[config.mk]
export PLATFORM = sky130hd
export DESIGN_NAME = url_form_percent_decoder_unit
export DESIGN_NICKNAME = d
export VERILOG_FILES = /design/src/rtl/ufpd_pkg.sv /design/src/rtl/url_form_percent_decoder_unit.sv /design/src/rtl/ufpd_front.sv /design/src/rtl/ufpd_queue.sv /design/src/rtl/ufpd_back.sv
export SDC_FILE = /design/constraint.sdc
export NUM_CORES = 1
export LEC_CHECK = 0
export BUFFER_PORTS_ARGS = -buffer_cell sky130_fd_sc_hd__buf_4
export CAP_MARGIN = 20
export CORE_ASPECT_RATIO = 0.8
export CORE_MARGIN = 10
export CORE_UTILIZATION = 50
export CTS_CLUSTER_SIZE = 24
export DETAILED_ROUTE_END_ITERATION = 10
export GPL_TIMING_DRIVEN = 1
export PLACE_DENSITY = 0.68
export REMOVE_ABC_BUFFERS = 1
export SLEW_MARGIN = 25
export SYNTH_ARGS = -nofsm -noshare
export SYNTH_HDL_FRONTEND = slang
export SYNTH_HIERARCHICAL = 1
export SYNTH_SLANG_ARGS = --single-unit
[constraint.sdc]
create_clock -name i_clk -period 4.1 [get_ports i_clk]
set_input_delay 0.615 -clock i_clk [delete_from_list [all_inputs] [get_ports i_clk]]
set_output_delay 0.615 -clock i_clk [all_outputs]
set_load 0.005 [all_outputs]
[src/rtl/ufpd_pkg.sv]
package ufpd_pkg;

    localparam logic [7:0] PCT_CHAR   = 8'h25;
    localparam logic [7:0] PLUS_CHAR  = 8'h2B;
    localparam logic [7:0] SPACE_CHAR = 8'h20;

    // most result items one input item can cause
    localparam int BUNDLE_MAX = 3;
    localparam int QUEUE_DEPTH_DEF = 4;

    typedef struct packed {
        logic [7:0] in_byte;
        logic       in_end;
    } t_in_item;

    typedef struct packed {
        logic [7:0] out_byte;
        logic       out_end;
    } t_out_item;

    // decoded bytes of one input item, oldest in entry 0
    typedef struct packed {
        logic [BUNDLE_MAX-1:0][7:0] bytes;
        logic [1:0]                 cnt;
        logic                       last;
    } t_bundle;

    function automatic logic is_hex(input logic [7:0] c);
        return (c >= 8'h30 && c <= 8'h39) || (c >= 8'h41 && c <= 8'h46) ||
               (c >= 8'h61 && c <= 8'h66);
    endfunction

    function automatic logic [3:0] hex_nib(input logic [7:0] c);
        logic [3:0] v;
        if (c <= 8'h39) begin
            v = c[3:0];
        end else begin
            // 'A'..'F' and 'a'..'f' share the low bits 1..6
            v = c[3:0] + 4'd9;
        end
        return v;
    endfunction

endpackage

[src/rtl/url_form_percent_decoder_unit.sv]
// Percent decoder for form-encoded fields.
// Input channel: one raw byte per item with in_end on the field's last byte;
// the item is taken on an edge with push high and full low.
// Result channel: a queue view; while empty is low the oldest decoded byte
// sits on o_out, and pop with empty low takes it. out_end marks the final
// decoded byte of a field.
// '+' becomes a space, %XX becomes one byte, a broken escape comes out as
// the literal bytes. An item yields 0 to 3 result items.
// An item's first result goes through the bundle queue register to o_out.
// Input items are taken one per cycle while full is low; results leave one
// per cycle while pop is held, so the sustained rate is set by the result
// count; the bundle queue between classifier and expander absorbs bursts.
// Stalling pop holds the current result; the queue fills and full rises.
// Reset (synchronous, i_rst_n low) clears the held escape and empties the
// queue; nothing is delivered from before reset.
module url_form_percent_decoder_unit
    import ufpd_pkg::*;
#(
    parameter int QUEUE_DEPTH = QUEUE_DEPTH_DEF
) (
    input  logic      i_clk,
    input  logic      i_rst_n,
    input  logic      push,
    output logic      full,
    input  t_in_item  i_in,
    output logic      empty,
    input  logic      pop,
    output t_out_item o_out
);

    logic    w_q_push, w_q_full, w_q_pop, w_q_empty;
    t_bundle w_bundle, w_head;

    assign full = w_q_full;

    ufpd_front u_front (
        .i_clk    (i_clk),
        .i_rst_n  (i_rst_n),
        .i_push   (push),
        .i_in     (i_in),
        .i_q_full (w_q_full),
        .o_q_push (w_q_push),
        .o_bundle (w_bundle)
    );

    ufpd_queue #(
        .DEPTH (QUEUE_DEPTH)
    ) u_queue (
        .i_clk   (i_clk),
        .i_rst_n (i_rst_n),
        .i_push  (w_q_push),
        .i_data  (w_bundle),
        .o_full  (w_q_full),
        .i_pop   (w_q_pop),
        .o_empty (w_q_empty),
        .o_head  (w_head)
    );

    ufpd_back u_back (
        .i_clk     (i_clk),
        .i_rst_n   (i_rst_n),
        .i_q_empty (w_q_empty),
        .i_head    (w_head),
        .o_q_pop   (w_q_pop),
        .empty     (empty),
        .pop       (pop),
        .o_out     (o_out)
    );

endmodule

[src/rtl/ufpd_front.sv]
module ufpd_front
    import ufpd_pkg::*;
(
    input  logic     i_clk,
    input  logic     i_rst_n,
    input  logic     i_push,
    input  t_in_item i_in,
    input  logic     i_q_full,
    output logic     o_q_push,
    output t_bundle  o_bundle
);

    typedef enum logic [1:0] {
        PH_IDLE  = 2'd0,
        PH_PCT   = 2'd1,
        PH_DIGIT = 2'd2
    } t_phase;

    t_phase     r_phase, n_phase;
    logic [7:0] r_held, n_held;
    t_bundle    w_b;
    logic       w_accept;

    assign w_accept = i_push && !i_q_full;

    always_comb begin
        logic [7:0] b;
        logic [7:0] p;
        b = i_in.in_byte;
        p = (b == PLUS_CHAR) ? SPACE_CHAR : b;
        w_b = '0;
        n_phase = r_phase;
        n_held = r_held;

        unique case (r_phase)
            PH_PCT: begin
                if (is_hex(b)) begin
                    n_held = b;
                    n_phase = PH_DIGIT;
                end else begin
                    w_b.bytes[0] = PCT_CHAR;
                    w_b.cnt = 2'd1;
                    if (b == PCT_CHAR) begin
                        n_phase = PH_PCT;
                    end else begin
                        w_b.bytes[1] = p;
                        w_b.cnt = 2'd2;
                        n_phase = PH_IDLE;
                    end
                end
            end
            PH_DIGIT: begin
                n_held = '0;
                if (is_hex(b)) begin
                    w_b.bytes[0] = {hex_nib(r_held), hex_nib(b)};
                    w_b.cnt = 2'd1;
                    n_phase = PH_IDLE;
                end else begin
                    w_b.bytes[0] = PCT_CHAR;
                    w_b.bytes[1] = r_held;
                    w_b.cnt = 2'd2;
                    if (b == PCT_CHAR) begin
                        n_phase = PH_PCT;
                    end else begin
                        w_b.bytes[2] = p;
                        w_b.cnt = 2'd3;
                        n_phase = PH_IDLE;
                    end
                end
            end
            default: begin
                if (b == PCT_CHAR) begin
                    n_phase = PH_PCT;
                end else begin
                    w_b.bytes[0] = p;
                    w_b.cnt = 2'd1;
                    n_phase = PH_IDLE;
                end
            end
        endcase

        // field end: flush whatever is still held
        if (i_in.in_end) begin
            if (n_phase == PH_PCT) begin
                if (w_b.cnt != 2'd3) begin
                    w_b.bytes[w_b.cnt] = PCT_CHAR;
                end
                w_b.cnt = w_b.cnt + 2'd1;
            end else if (n_phase == PH_DIGIT) begin
                // only reachable from a held percent sign with nothing emitted
                w_b.bytes[0] = PCT_CHAR;
                w_b.bytes[1] = n_held;
                w_b.cnt = 2'd2;
            end
            w_b.last = 1'b1;
            n_phase = PH_IDLE;
            n_held = '0;
        end
    end

    always_ff @(posedge i_clk) begin
        if (!i_rst_n) begin
            r_phase <= PH_IDLE;
            r_held  <= '0;
        end else if (w_accept) begin
            r_phase <= n_phase;
            r_held  <= n_held;
        end
    end

    assign o_q_push = w_accept && (w_b.cnt != 2'd0);
    assign o_bundle = w_b;

endmodule

[src/rtl/ufpd_queue.sv]
module ufpd_queue
    import ufpd_pkg::*;
#(
    parameter int DEPTH = QUEUE_DEPTH_DEF
) (
    input  logic    i_clk,
    input  logic    i_rst_n,
    input  logic    i_push,
    input  t_bundle i_data,
    output logic    o_full,
    input  logic    i_pop,
    output logic    o_empty,
    output t_bundle o_head
);

    localparam int AW = (DEPTH > 1) ? $clog2(DEPTH) : 1;
    localparam int CW = $clog2(DEPTH + 1);

    t_bundle        r_mem [DEPTH];
    logic [AW-1:0]  r_wr, r_rd;
    logic [CW-1:0]  r_count;
    logic           w_do_push, w_do_pop;

    assign o_full    = (r_count == CW'(DEPTH));
    assign o_empty   = (r_count == '0);
    assign w_do_push = i_push && !o_full;
    assign w_do_pop  = i_pop && !o_empty;
    assign o_head    = r_mem[r_rd];

    always_ff @(posedge i_clk) begin
        if (w_do_push) begin
            r_mem[r_wr] <= i_data;
        end
    end

    always_ff @(posedge i_clk) begin
        if (!i_rst_n) begin
            r_wr    <= '0;
            r_rd    <= '0;
            r_count <= '0;
        end else begin
            if (w_do_push) begin
                r_wr <= (r_wr == AW'(DEPTH - 1)) ? '0 : r_wr + AW'(1);
            end
            if (w_do_pop) begin
                r_rd <= (r_rd == AW'(DEPTH - 1)) ? '0 : r_rd + AW'(1);
            end
            if (w_do_push && !w_do_pop) begin
                r_count <= r_count + CW'(1);
            end else if (w_do_pop && !w_do_push) begin
                r_count <= r_count - CW'(1);
            end
        end
    end

endmodule

[src/rtl/ufpd_back.sv]
module ufpd_back
    import ufpd_pkg::*;
(
    input  logic      i_clk,
    input  logic      i_rst_n,
    input  logic      i_q_empty,
    input  t_bundle   i_head,
    output logic      o_q_pop,
    output logic      empty,
    input  logic      pop,
    output t_out_item o_out
);

    logic [1:0] r_idx;
    logic       w_last;

    // final byte of the head bundle is on the port
    assign w_last = (r_idx == i_head.cnt - 2'd1);

    assign empty          = i_q_empty;
    assign o_out.out_byte = (r_idx == 2'd3) ? 8'h00 : i_head.bytes[r_idx];
    assign o_out.out_end  = i_head.last && w_last;
    assign o_q_pop        = pop && !i_q_empty && w_last;

    always_ff @(posedge i_clk) begin
        if (!i_rst_n) begin
            r_idx <= '0;
        end else if (pop && !i_q_empty) begin
            r_idx <= w_last ? 2'd0 : r_idx + 2'd1;
        end
    end

endmodule
## Word level (Yosys, flattened, before mapping)

Memory sizes are Yosys's and may differ from the RTL's. A register that Yosys moved wholly into a read port is not among the register bits.
Index checks and enable logic that the tools add are counted.

- ROM bits: 0
- Register bits after elaboration: 19
- Bits of input ports: 13
- Memories kept: 1
- Bits in writable memories: 108
- Latch bits: 0

- Magnitude comparators: 10
- Shifts and indexed selects: 0
- Eq/ne operators: 12
- Reductions and logical operators: 22
- $mul: 0
- Bitwise logic cells: 3
- Mux-type cells: 40
- Add/subtract/negate cells: 9
- Div/mod/pow operators: 0

Memory list:

| memory | words | width | rd ports | clocked after memory_dff | wr ports | RTL line | text |
|---|---|---|---|---|---|---|---|
| u_queue.r_mem | 4 | 27 | 1 | 1 | 1 | ufpd_queue.sv:19 | `t_bundle r_mem [DEPTH];` |

Operators with widths:

| operator | number |
|---|---|
| 2-to-1 mux 8 bit | 9 |
| 2-to-1 mux 18 bit | 3 |
| case mux 8 bit (2 select lines) | 2 |
| 2-to-1 mux 27 bit | 1 |
| 2-to-1 mux 24 bit | 1 |
| 2-to-1 mux 10 bit | 2 |
| case mux 10 bit (2 select lines) | 1 |
| 2-to-1 mux 2 bit | 9 |
| binary-select mux 8 bit (select 2 bit) | 1 |
| demux 8 bit (select 2 bit) | 1 |
| equality test 8 x 6 -> 1 bit, second input constant | 2 |
| greater-or-equal comparator 8 x 7 -> 1 bit, second input constant | 2 |
| <= comparator 8 x 6 -> 1 bit, second input constant | 2 |
| <= comparator 8 x 7 -> 1 bit, second input constant | 2 |
| 2-to-1 mux 16 bit | 1 |
| AND 15 bit | 1 |
| inverter 15 bit | 1 |
| logical AND 1 bit | 13 |
| equality test 2 bit, second input constant | 5 |
| OR 9 bit | 1 |
| adder 2 x 1 -> 2 bit, second input constant | 4 |
| adder 4 bit, second input constant | 2 |
| greater-or-equal comparator 8 x 6 -> 1 bit, second input constant | 1 |
| 2-to-1 mux 4 bit | 2 |
| 16 further kinds | 27 |

## Logic depth before layout (Yosys ltp)

- Word-level depth: 22
- Depth in mapped cells: 20

## By module

The synthesis kept the hierarchy.

Modules (own cells, without submodules):

| module | area an instance (um^2) | cells each | times used |
|---|---|---|---|
| ufpd_queue | 4424.2 | 192 | 1 |
| ufpd_front | 1521.5 | 207 | 1 |
| ufpd_back | 412.9 | 53 | 1 |

## Least setup slack after synthesis

OpenSTA, ideal clock, no wires.

- Kind: input to register
- Start point: input port i_in[1] (netlist name)
- End point: register u_queue.r_count[2]
- Path slack: -0.237 ns
- Buffers on the path: 2
- Required time: 4.024 ns
- Cell stages on the path: 20
- Library setup time: 0.076 ns
- Data arrival time: 4.261 ns
- Path through: clkbuf_1 inv_1 ha_1 o21bai_1 a2111oi_0 nor2_1 nand2_1 o21a_1 ha_1 nand3b_1 o2111ai_1 nand3_1 nor2b_1 buf_2 ha_1 inv_1 fa_1 xor2_1 or3_1 a21boi_0

- Cells in the longest elaborated chain, start to end: 16
- Elaborated cells on any way between the ends: 36

RTL lines:

| element | RTL line | text |
|---|---|---|
| start: declaration | url_form_percent_decoder_unit.sv:25 | `input t_in_item i_in,` |
| greater-or-equal comparator 8 x 6 -> 1 bit (tied with other cells) | ufpd_pkg.sv:29 | `return (c >= 8'h30 && c <= 8'h39) \|\| (c >= 8'h41 && c <= 8'h46) \|\|` |
| logical AND 1 bit | ufpd_pkg.sv:29 |  |
| logical OR 1 bit (2 in a row) | ufpd_pkg.sv:29 |  |
| 2-to-1 mux 2 bit (on tied branches) | ufpd_front.sv:54, ufpd_front.sv:37 |  |
| case mux 2 bit (2 select lines) | ufpd_front.sv:35 | `unique case (r_phase)` |
| equality test 2 bit | ufpd_front.sv:89 | `end else if (n_phase == PH_DIGIT) begin` |
| 2-to-1 mux 18 bit | ufpd_front.sv:89 |  |
| 2-to-1 mux 18 bit | ufpd_front.sv:84 | `if (n_phase == PH_PCT) begin` |
| 2-to-1 mux 27 bit * | ufpd_front.sv:83 | `if (i_in.in_end) begin` |
| nonzero test 2 bit * | ufpd_front.sv:111 | `assign o_q_push = w_accept && (w_b.cnt != 2'd0);` |
| logical AND 1 bit * | ufpd_front.sv:111 |  |
| named net w_q_push | url_form_percent_decoder_unit.sv:31 | `logic w_q_push, w_q_full, w_q_pop, w_q_empty;` |
| logical AND 1 bit * | ufpd_queue.sv:26 | `assign w_do_push = i_push && !o_full;` |
| named net u_queue.w_do_push | ufpd_queue.sv:22 | `logic w_do_push, w_do_pop;` |
| zero test 1 bit | ufpd_queue.sv:50 | `end else if (w_do_pop && !w_do_push) begin` |
| logical AND 1 bit | ufpd_queue.sv:50 |  |
| nonzero test 2 bit (no source line) | n/a |  |
| end signal: assignment | ufpd_queue.sv:49 | `r_count <= r_count + CW'(1);` |
| end signal: assignment | ufpd_queue.sv:51 | `r_count <= r_count - CW'(1);` |
| end: declaration | ufpd_queue.sv:21 | `logic [CW-1:0] r_count;` |

The timed path passes the listed nets; every way through them passes the cells marked *.
A chain may end at the register's enable or synchronous reset.

## Final worst setup path

- Start point: input port i_in[2] (netlist name)
- End point: register u_queue.r_count[2]

- Cells in the longest elaborated chain, start to end: 16
- Elaborated cells on any way between the ends: 36

RTL lines:

| element | RTL line |
|---|---|
| greater-or-equal comparator 8 x 6 -> 1 bit (tied with other cells) | ufpd_pkg.sv:29 |
| logical AND 1 bit | ufpd_pkg.sv:29 |
| logical OR 1 bit (2 in a row) | ufpd_pkg.sv:29 |
| 2-to-1 mux 2 bit (on tied branches) | ufpd_front.sv:54, ufpd_front.sv:37 |
| case mux 2 bit (2 select lines) | ufpd_front.sv:35 |
| equality test 2 bit | ufpd_front.sv:89 |
| 2-to-1 mux 18 bit | ufpd_front.sv:89 |
| 2-to-1 mux 18 bit | ufpd_front.sv:84 |
| 2-to-1 mux 27 bit * | ufpd_front.sv:83 |
| nonzero test 2 bit * | ufpd_front.sv:111 |
| logical AND 1 bit * | ufpd_front.sv:111 |
| named net w_q_push | url_form_percent_decoder_unit.sv:31 |
| logical AND 1 bit * | ufpd_queue.sv:26 |
| zero test 1 bit | ufpd_queue.sv:50 |
| logical AND 1 bit | ufpd_queue.sv:50 |
| nonzero test 2 bit (no source line) | n/a |

Marked as above.

==> run metrics <==
YS warnings=6; via-per-instance ratio=slightly below 6; GRT Total Usage=between 10% and 20%; Core Area=approximately 12000 µm²; Yosys top cell area share=approximately 51%; CTS tree=done; Final Setup Violations=0; slowest cell delay on critical path=0.62 ns; crit-path cells=buf_4, inv_1, ha_1, o21bai_1, a2111oi_1, nor2_1, buf_4, nand2_1, ha_1, nand3b_1, o2111ai_1, nand3_1, nor2b_1, ha_1, inv_1, fa_1, xor2_1, or3_1, a21boi_0; met3 usage=between 4 and 5%; HP Class=reg2reg; met2 usage=between 20 and 25%; Levels on crit path=19; root buffer cell=clkbuf_16; worst setup margin=approximately 0.23 ns; H-tree levels=4; Required @ worst endpoint=~4.4 ns; Crit Reg-Reg Endpoint=u_queue/r_count[2]; Area growth, synth to finish=15.5%; Core Rows=36; post-layout power=3800 µW; Post-synth top flop=edfxtp_1; Clock Skews=roughly 0.0077 ns; CP startpoint=i_in[2]; Residual DRC=0; vias in the first global route=approximately 3900; hpwl dp=between 8 and 9 mm; total of max-cap violations=0; Num CTS Buffers=17; startpoint types=input port; ratio of cells with drive above 1 in the final layout=a little over a fifth; Avg Cell Area, Syn=roughly 14 µm²; Die Span X=around 150 µm; worst r2r path cells=16; Antenna diodes=0; cell taking the most area after synthesis=edfxtp_1; drt pass-1 iters=5; Hold Vio Cnt, Final=0; # hold bufs at CTS=0; nets=roughly 530; #FFs+latches synth=roughly 130; Clock Latency Late Sink=between 0.4 and 0.5 ns; reg-to-reg startpoint=u_front/r_phase[0]; Reg clk slew, reported paths=about 0.05 ns; Top Usage Layer GRT=met2; pre-CTS WS=-0.0690 ns; pin count of the biggest net entering global routing=28; die height=around 120 µm; residual overflow from global routing=0; status=completed; Sinks on Clock Net=around 130; cell family with most CP delay=compound AO/OA/AOI/OAI gates; Slew HR=a little over two fifths; CP Class=in2reg; I/O Pins=24; Hold WS=0.497 ns; first-pass GRT wire length=22.4 mm; Final Critical Period=just under 4 ns; via count=3961; initial antenna violation count=0; die area=approximately 18000 µm²; capture point of the critical path=u_queue/r_count[2]; max frequency=about 260 MHz; wire per inst=approximately 20 µm; fin cells=a little under 700; clk buf depth=2; Worst VDD drop=258 µV; Buf+Inv Stages, Crit Path=4; Syn Std Cell Area=around 6400 µm²; Async SR Flop Fraction=0%; Worst-Margin Slew=~0.87 ns; most frequent cells after synthesis=edfxtp_1 (108), nand2_1 (33), ha_1 (22); cts repair resizes=0; Slowest cell on crit path=a2111oi_1; Pins Over Slew Limit=0; Crit. End Element=register; r2r setup slk=approximately 0.44 ns; top cells by area, synth=edfxtp_1 (51%), mux4_2 (7.1%), dfxtp_1 (6.6%); EDFF count, synth=around 110; routed wire length=~14 mm; Final Wtd Congestion=about 0.94; GR Layer Usage met1=22.9%; antenna-violating nets left=0; Setup Buffers After CTS=0; CP Data Arrival Time=~4.2 ns; Power Density=518 nW/µm²; Initial DRC Count=between 500 and 600; most frequent cell after synthesis=edfxtp_1; register area share after synthesis=a little under 60%; Util after Layout=59.7%; leakage power=between 0.002 and 0.003 µW; Unique masters post-synth=69; CP most frequent cell=ha_1; Port Buf Inserts=23; Synth Instances=452; critical path peak fanout=9; Initial Util=51.7%; dpl cells=~640; fin crit share=94.4%
report_power, final:
group | switching, µW | internal (µW) | total, µW
logic | 373 | 397 | 770
registers | 88.7 | 1560 | 1650
clock network | 553 | 827 | 1380
total | 1010 | 2790 | 3800
state kept, by name (all words and copies together), names as in the netlist, named ones only:
signal / count
u_queue/r_mem: 108
u_front/r_held: 8
u_queue/r_count: 3
u_back/r_idx: 2
u_front/r_phase: 2
u_queue/r_rd: 2
u_queue/r_wr: 2
metrics by stage:
step	TNS [ns]	instance area [µm²]
after floorplan	-10.77	6180
after global placement	0	6790
after detailed placement	-0.309	6790
after CTS	0	7340
after global routing	-0.0244	7340
final	0	7340
metal layers:
| metal | share of wire (%) | up-vias | routed length (µm) |
|---|---|---|---|
| li1 | - | 1838 | - |
| met1 | 48 | 1974 | 6660 |
| met2 | 44 | 133 | 6130 |
| met3 | 6.3 | 16 | 865 |
| met4 | 0.91 | 0 | 126 |
| met5 | 0 | - | 0 |
worst reg2reg max path: cells and delay by family, from the launching register on:
family	cells	cell delay [ns]
fa+ha+maj	4	1.32
simple gates	6	1.16
compound gates	3	0.47
flops	1	0.36
xor+xnor	1	0.15
buf+inv	2	0.13
cell type report:
| type | instances | area [µm²] |
|---|---|---|
| Clock buffer | 18 | 429 |
| Clock inverter | 14 | 118 |
| Fill cell | 954 | 4950 |
| Inverter | 16 | 60.1 |
| Multi-Input combinational cell | 279 | 2460 |
| Sequential cell | 129 | 3660 |
| Tap cell | 171 | 214 |
| Timing Repair Buffer | 46 | 395 |
how the worst min path moves through the flow:
stage               slack, ns             endpoint  cells past startpoint             from
finish                   0.50      u_queue/r_wr[1]                      2  u_queue/r_wr[1]
CTS                      0.50      u_queue/r_wr[1]                      2  u_queue/r_wr[1]
global route             0.53  u_queue/r_mem[0][0]                      1          i_in[0]
detailed placement       0.50      u_queue/r_wr[1]                      2  u_queue/r_wr[1]
global placement         0.48      u_queue/r_wr[1]                      2  u_queue/r_wr[1]
floorplan                0.47      u_queue/r_wr[1]                      2  u_queue/r_wr[1]
cell families (layout without fill, tap and decap cells):
family / after synthesis / count (layout) / synth area share, %
buffers and inverters: 44 / 94 / 3.74
DFF: 129 / 129 / 57.6
adders and majority gates: 23 / 23 / 4.64
muxes: 42 / 42 / 12.5
xor gates and xnor gates: 6 / 6 / 0.826
and+or+nand+nor: 121 / 121 / 10.6
AOI/OAI and AO/OA: 87 / 87 / 10.1
cells in the final DEF (no fill, tap or decap), types with 3 or more instances in the layout:
cell type,synthesis,routed
o22a_1,3,3
mux2i_1,12,12
a21oi_1,14,13
mux4_2,20,20
o21a_1,7,7
clkbuf_16,0,17
a32oi_1,7,7
a22oi_1,8,8
nor3b_2,3,3
mux4_1,7,7
ha_1,22,22
buf_12,2,4
edfxtp_1,108,108
nor2b_1,14,14
nand3_1,5,5
o2111ai_1,3,3
dfxtp_1,21,20
nand3b_1,4,4
clkinvlp_4,0,4
and3_1,6,6
or2_0,8,8
inv_1,16,16
xnor2_1,4,4
nor3_1,9,9
clkinv_2,0,3
a21boi_0,3,3
nor2_1,13,13
buf_4,2,42
o21ai_0,15,15
o211ai_1,3,3
and2_1,11,11
clkinv_4,0,3
nand2_1,33,33
No activity file was read; power rests on OpenSTA's default activity.
